### config.mk
export PLATFORM = sky130hd
export DESIGN_NAME = grcu_ctrl
export DESIGN_NICKNAME = d
export VERILOG_FILES = /design/src/hdl/grcu_pkg.sv /design/src/hdl/grcu_ctrl.sv
export SDC_FILE = /design/constraint.sdc
export NUM_CORES = 1
export LEC_CHECK = 0
export BUFFER_PORTS_ARGS = -buffer_cell sky130_fd_sc_hd__buf_2
export CAP_MARGIN = 20
export CORE_AREA = 4 4 41 43
export CTS_BUF_LIST = sky130_fd_sc_hd__clkbuf_16
export DETAILED_ROUTE_END_ITERATION = 16
export DIE_AREA = 0 0 45 47
export PLACE_DENSITY = 0.72
export SLEW_MARGIN = 20
export SYNTH_ARGS = -nofsm -noshare
export SYNTH_HDL_FRONTEND = slang
export SYNTH_SLANG_ARGS = --single-unit
### constraint.sdc
create_clock -name clk -period 5.1 [get_ports clk]
set_input_delay 0.765 -clock clk [delete_from_list [all_inputs] [get_ports clk]]
set_output_delay 0.765 -clock clk [all_outputs]
set_load 0.01 [all_outputs]
### src/hdl/grcu_pkg.sv
// ----------------------------------------------------------------------------
// grcu_pkg
// Shared widths, register codes, reset values and the command and status
// records that join the column unit's controller to its datapath.
// ----------------------------------------------------------------------------
`default_nettype none

package grcu_pkg;

	// Payload and register widths.
	localparam int POS_W      = 22;
	localparam int ANG_W      = 16;
	localparam int SCR_W      = 13;
	localparam int COL_W      = 12;
	localparam int CELL_W     = 6;
	localparam int VAL_W      = 8;
	localparam int HGT_W      = 16;
	localparam int FACE_W     = 2;
	localparam int CFG_IDX_W  = 4;
	localparam int CFG_DATA_W = 22;

	// Fixed-point layout of direction, plane and camera.
	localparam int DIR_FRAC = 14;
	localparam int CAM_W    = 28;   // camera offset, signed Q.14
	localparam int PRD_W    = 44;   // plane times camera
	localparam int RAY_W    = 30;   // ray component, signed Q.14
	localparam int MAG_W    = 30;   // magnitude of a ray component

	localparam logic [HGT_W-1:0] HEIGHT_MAX = '1;

	// Defaults of the top-level parameters.
	localparam int MAP_SIDE_DEF    = 64;
	localparam int FRAC_BITS_DEF   = 16;
	localparam int MAX_COLUMNS_DEF = 4096;

	// Register indexes on the configuration port.
	typedef enum logic [CFG_IDX_W-1:0] {
		REG_POS_X    = 4'd0,
		REG_POS_Y    = 4'd1,
		REG_DIR_X    = 4'd2,
		REG_DIR_Y    = 4'd3,
		REG_PLANE_X  = 4'd4,
		REG_PLANE_Y  = 4'd5,
		REG_SCREEN_W = 4'd6,
		REG_SCREEN_H = 4'd7
	} cfg_reg_t;

	localparam logic [POS_W-1:0] POS_X_RESET   = 22'd2097152;
	localparam logic [POS_W-1:0] POS_Y_RESET   = 22'd2097152;
	localparam logic [ANG_W-1:0] DIR_X_RESET   = 16'hC000;
	localparam logic [ANG_W-1:0] DIR_Y_RESET   = 16'h0000;
	localparam logic [ANG_W-1:0] PLANE_X_RESET = 16'h0000;
	localparam logic [ANG_W-1:0] PLANE_Y_RESET = 16'd10813;
	localparam logic [SCR_W-1:0] SCREEN_W_RESET = 13'd640;
	localparam logic [SCR_W-1:0] SCREEN_H_RESET = 13'd480;

	// Face codes.
	localparam logic [FACE_W-1:0] FACE_SOUTH = 2'd0;
	localparam logic [FACE_W-1:0] FACE_NORTH = 2'd1;
	localparam logic [FACE_W-1:0] FACE_EAST  = 2'd2;
	localparam logic [FACE_W-1:0] FACE_WEST  = 2'd3;

	typedef struct packed {
		logic clear_step;   // clear one map entry
		logic accept;       // input item taken this cycle
		logic div_cam;      // start camera division
		logic ray_mul;      // plane times camera
		logic ray_init;     // form ray, step signs and first distances
		logic step_mul;     // cross products for the step decision
		logic step;         // take one grid step and read the map
		logic look;         // evaluate the cell just entered
		logic h_mul;        // screen height times ray magnitude
		logic div_h;        // start wall height division
		logic load_result;  // fill the output register
	} dp_cmd_t;

	typedef struct packed {
		logic clear_done;
		logic cast_go;
		logic div_done;
		logic start_ok;
		logic look_out;
		logic look_hit;
		logic look_last;
		logic zero_dist;
		logic out_busy;
	} dp_stat_t;

endpackage

`default_nettype wire

### src/hdl/grcu_ctrl.sv
// ----------------------------------------------------------------------------
// grcu_ctrl
// Sequencer of the column unit: map clearing after reset, camera division,
// ray setup, the DDA step loop, wall height division and result hand-off.
// ----------------------------------------------------------------------------
`default_nettype none

module grcu_ctrl (
	input  wire logic                clk,
	input  wire logic                arst_n,
	input  wire logic                in_valid,
	output logic                     in_ready,
	output grcu_pkg::dp_cmd_t        cmd,
	input  wire grcu_pkg::dp_stat_t  stat
);

	typedef enum logic [3:0] {
		ST_CLEAR,
		ST_IDLE,
		ST_CAM_START,
		ST_CAM_WAIT,
		ST_RAY_MUL,
		ST_RAY_INIT,
		ST_CHECK,
		ST_MUL,
		ST_STEP,
		ST_LOOK,
		ST_H_MUL,
		ST_H_START,
		ST_H_WAIT,
		ST_RESULT
	} state_t;

	state_t state_q;

	always_comb begin
		cmd             = '0;
		in_ready        = (state_q == ST_IDLE);
		cmd.accept      = in_ready && in_valid;
		cmd.clear_step  = (state_q == ST_CLEAR);
		cmd.div_cam     = (state_q == ST_CAM_START);
		cmd.ray_mul     = (state_q == ST_RAY_MUL);
		cmd.ray_init    = (state_q == ST_RAY_INIT);
		cmd.step_mul    = (state_q == ST_MUL);
		cmd.step        = (state_q == ST_STEP);
		cmd.look        = (state_q == ST_LOOK);
		cmd.h_mul       = (state_q == ST_H_MUL);
		cmd.div_h       = (state_q == ST_H_START);
		cmd.load_result = (state_q == ST_RESULT) && !stat.out_busy;
	end

	always_ff @(posedge clk or negedge arst_n) begin
		if (!arst_n) begin
			state_q <= ST_CLEAR;
		end else begin
			case (state_q)
				ST_CLEAR: begin
					if (stat.clear_done) state_q <= ST_IDLE;
				end
				ST_IDLE: begin
					if (in_valid && stat.cast_go) state_q <= ST_CAM_START;
				end
				ST_CAM_START: state_q <= ST_CAM_WAIT;
				ST_CAM_WAIT: begin
					if (stat.div_done) state_q <= ST_RAY_MUL;
				end
				ST_RAY_MUL:  state_q <= ST_RAY_INIT;
				ST_RAY_INIT: state_q <= ST_CHECK;
				ST_CHECK: begin
					state_q <= stat.start_ok ? ST_MUL : ST_RESULT;
				end
				ST_MUL:  state_q <= ST_STEP;
				ST_STEP: state_q <= ST_LOOK;
				ST_LOOK: begin
					if (stat.look_out) begin
						state_q <= ST_RESULT;
					end else if (stat.look_hit) begin
						state_q <= ST_H_MUL;
					end else if (stat.look_last) begin
						state_q <= ST_RESULT;
					end else begin
						state_q <= ST_MUL;
					end
				end
				ST_H_MUL: begin
					state_q <= stat.zero_dist ? ST_RESULT : ST_H_START;
				end
				ST_H_START: state_q <= ST_H_WAIT;
				ST_H_WAIT: begin
					if (stat.div_done) state_q <= ST_RESULT;
				end
				ST_RESULT: begin
					if (!stat.out_busy) state_q <= ST_IDLE;
				end
				default: state_q <= ST_IDLE;
			endcase
		end
	end

endmodule

`default_nettype wire

## After elaboration in Yosys (flattened, before gate mapping)

Cells that the tools add are included.

| storage, ports and cells | value |
|---|---|
| register bits after elaboration | 4 |
| input port bits | 12 |
| output and inout port bits | 12 |

| operators by class | value |
|---|---|
| equality and inequality tests | 18 |
| mux-type cells | 11 |
| reductions and logical operators | 6 |

Operator list:

| kind | count |
|---|---|
| $pmux W4 S14 | 1 |
| $mux W4 | 9 |
| $eq A4 B4 Y1 const B | 6 |
| $eq A4 B3 Y1 const B | 4 |
| $eq A4 B2 Y1 const B | 2 |
| $ne A2 B2 Y1 const B | 3 |
| $reduce_and A5 Y1 | 1 |
| $eq A4 B1 Y1 const B | 1 |
| $logic_not A4 Y1 | 1 |
| $ne A2 B1 Y1 const B | 2 |
| $logic_and A1 B1 Y1 | 3 |
| $mux W3 | 1 |
| $logic_not A1 Y1 | 1 |

## Logic depth before layout (Yosys ltp)

| logic depth | value |
|---|---|
| depth after elaboration | 4 |
| depth in mapped cells | 6 |
| gate-level depth less buffers | 4 |

## Worst setup path after synthesis

OpenSTA, ideal clock, no wires.

| timing path | value |
|---|---|
| path kind | register to output |
| start point | reg state_q[2] |
| end point | out cmd[9] in the netlist's numbering |
| arrival | 1.273 ns |
| slack | 3.062 ns |
| cell stages (with the launch flop) | 5 |
| path buffers | 2 |
| cells stage by stage | dfrtp_1 -> buf_2 -> clkbuf_1 -> nor3_1 -> and2_1 |

RTL lines:

| element | RTL line | RTL |
|---|---|---|
| start: declaration | grcu_ctrl.sv:34 | `state_t state_q;` |
| start signal: assignment | grcu_ctrl.sv:70 | `state_q <= stat.start_ok ? ST_MUL : ST_RESULT;` |
| start signal: assignment | grcu_ctrl.sv:86 | `state_q <= stat.zero_dist ? ST_RESULT : ST_H_START;` |
| end: declaration | grcu_ctrl.sv:13 | `output grcu_pkg::dp_cmd_t cmd,` |

==> reports/qor.yml <==
final_layout:
  reg.largest.list: "state_q x4"
  final_area_um2: 678
  diodes: 0
  final_cells: 103
  finalCoreUtilization_pct: 52.1
  largest_reg_flops: 4
  syn_to_final_growth_pct: 33.8
  regMostFlops: "state_q"
  nets: 102
  drive_gt1_share_pct: 35.2
floorplan:
  dieArea_mm2: 0.00212
  coreArea_mm2: 0.00130
  initial_core_util_pct: 38.9
  die_h_um: 47
  chipWidth_um: 45
  ios: 24
  rows: 13
setup_path:
  cp_slowest_cell: "dfrtp_1"
  startpoint_type: "flop"
  slowest_delay_ps: 670
  cp.arrival_ps: 1650
  crit_chain: "nand2b_1 > nor3_1 > and2_1 > buf_2"
  worstPathMaxFanout: 20
  end_kind: "output port"
  crit_required_ps: 4340
  worstSetupPathType: "flop to output port"
route:
  ant_nets: 0
  dr.pass1.iters: 4
  drc: 0
  drt_iter0_drc: 9
  wl_per_cell_um: 13.3
  vias: 571
  routed_wl_um: 1370
  vias_per_cell: 5.54
synthesis:
  yosys_warnings: 0
  synth_edf_count: 0
  ys.flop_type: "dfrtp_1"
  synthTopCellsByArea: "dfrtp_1 (20%), nand2b_1 (8.6%), nor3_1 (6.9%)"
  synth_top_area_cell: "dfrtp_1"
  yosys_register_bits: 4
  synth.distinct_cells: 30
  syn_nets: 81
  synth.avg_cell_area_um2: 7.34
  synthCells: 69
  synth.top_cell.area_share_pct: 19.8
  synthArstFlopShare_pct: 100
  ys_seq_area_share_pct: 19.8
  netlist_area_um2: 507
place:
  gp_congestion: 0.770
  place_hpwl_um: 986
  portBuffers: 23
  post-place-ws_ps: 2950
  placed_area_um2: 603
  dp.cells: 100
global_routing:
  grtUsageMet3_pct: 4.60
  grt_pass1_wl_um: 2020
  grt_start_max_net_pins: 21
  grt_usage_pct: 13.6
  antenna_found_initial: 0
  grt_use_met2_pct: 22.0
  grt_pass1_vias: 495
  busiest_layer: "met2"
  use_met1_pct: 16.1
  grt_overflow: 0
clock_tree:
  cts_buffers: 3
  cts_tree: "yes"
  cts_htree_levels: 1
  root_buffer: "clkbuf_16"
  post_cts_hold_buffer_count: 0
  post-cts-setup-buffers: 0
  cts_sinks: 4
  clk_path_buf_depth: 2
  clock_latency_ps: 220
  postCtsResizedCells: 0
  clkTransAtPathRegs_ps: 30
sta:
  fin_crit_sh_pct: 47.3
  drv_slew: 0
  tightest_slew_ps: 594
  setup_ws_ps: 2690
  setup_violations: 0
  finalSetupTns_ps: 0
  final-hold-violation-count: 0
  fin_hold_ws_ps: 339
  timing.fmax_ghz: 0.415
  slew_headroom_pct: 60.4
  rsz0062_at_grt: "no"
  finClkSkew_ps: 1.67
  period_minus_slack_ps: 2410
status:
  status: "completed"
job:
  cap_violations: 0
worst_hold_path:
  min_path_type: "primary input to asynchronous set/reset pin"
pwr:
  peakVddDrop_v: 0.000401
  p_per_area_mw_per_mm2: 612
  p_total_uw: 415
  p_leak_nw: 0.301
==> cell type report <==
cell class              count  area [um^2]
clock buffers               3         75.1
fillers                   138          623
flip-flops and latches      4          100
repair buffers             23          115
well taps                  15         18.8
inverters                   2         7.51
multi-input cells          56          362
==> cells by family after synthesis <==
| logic type | after synthesis | share of synthesized area [%] |
|---|---|---|
| simple gates | 33 | 38.5 |
| compound gates | 22 | 29.9 |
| buf+inv | 9 | 8.89 |
| flops | 4 | 19.8 |
| mux | 1 | 2.96 |
==> power breakdown <==
part | switching, mW | internal (mW) | total [mW]
combinational | 0.0954 | 0.0999 | 0.195
sequential | 0.0539 | 0.0436 | 0.0975
clock | 0.0217 | 0.100 | 0.122
==> Yosys cell counts (2+ instances only) <==
cell type  instances
o22ai_1            3
nand2_1            2
nand2b_1           7
o21ai_1            2
o21ai_0            4
clkbuf_1           3
nor3_1             7
a21oi_1            6
nor2_1             7
nor2b_1            2
buf_2              3
nand4bb_1          2
dfrtp_1            4
==> metal layers <==
metal	up-vias	wire [um]
met1	259	588
met3	0	82
li1	294	-
met5	-	0
met4	0	0
met2	18	698
==> layout by cell type (no fill, tap or decap), drive strengths merged <==
cell / instances
or4: 2
clkbuf: 3
nor2b: 2
o21ai: 6
nor2: 7
a21oi: 7
mux2: 1
inv: 2
nor4: 1
nand2: 2
dfrtp: 4
nand2b: 7
a22oi: 1
nor3: 7
or4b: 1
a21o: 1
o22a: 1
o21bai: 1
a2111oi: 1
a32o: 1
nand4: 1
nand4bb: 2
and2: 1
buf: 23
o22ai: 3
==> worst max-delay path, delay by kind of cell (launching register included) <==
family / cells / cell delay, ps
DFF: 1 / 670
buffers and inverters: 1 / 120
and+or+nand+nor: 3 / 640
==> path summary, 6_finish.rpt <==
path                                 start         end  slack, ps  depth (start not counted)
max in group asynchronous           arst_n  state_q[1]       4640                          1
worst max-delay path            state_q[0]      cmd[9]       2690                          4
worst min-delay path                arst_n  state_q[2]        340                          1
worst max register to register  state_q[0]  state_q[0]       3160                          4
worst min register to register  state_q[1]  state_q[1]        900                          2
min in group clk                   stat[6]  state_q[1]        810                          2
Note: power is estimated with default switching activity, not from simulation.
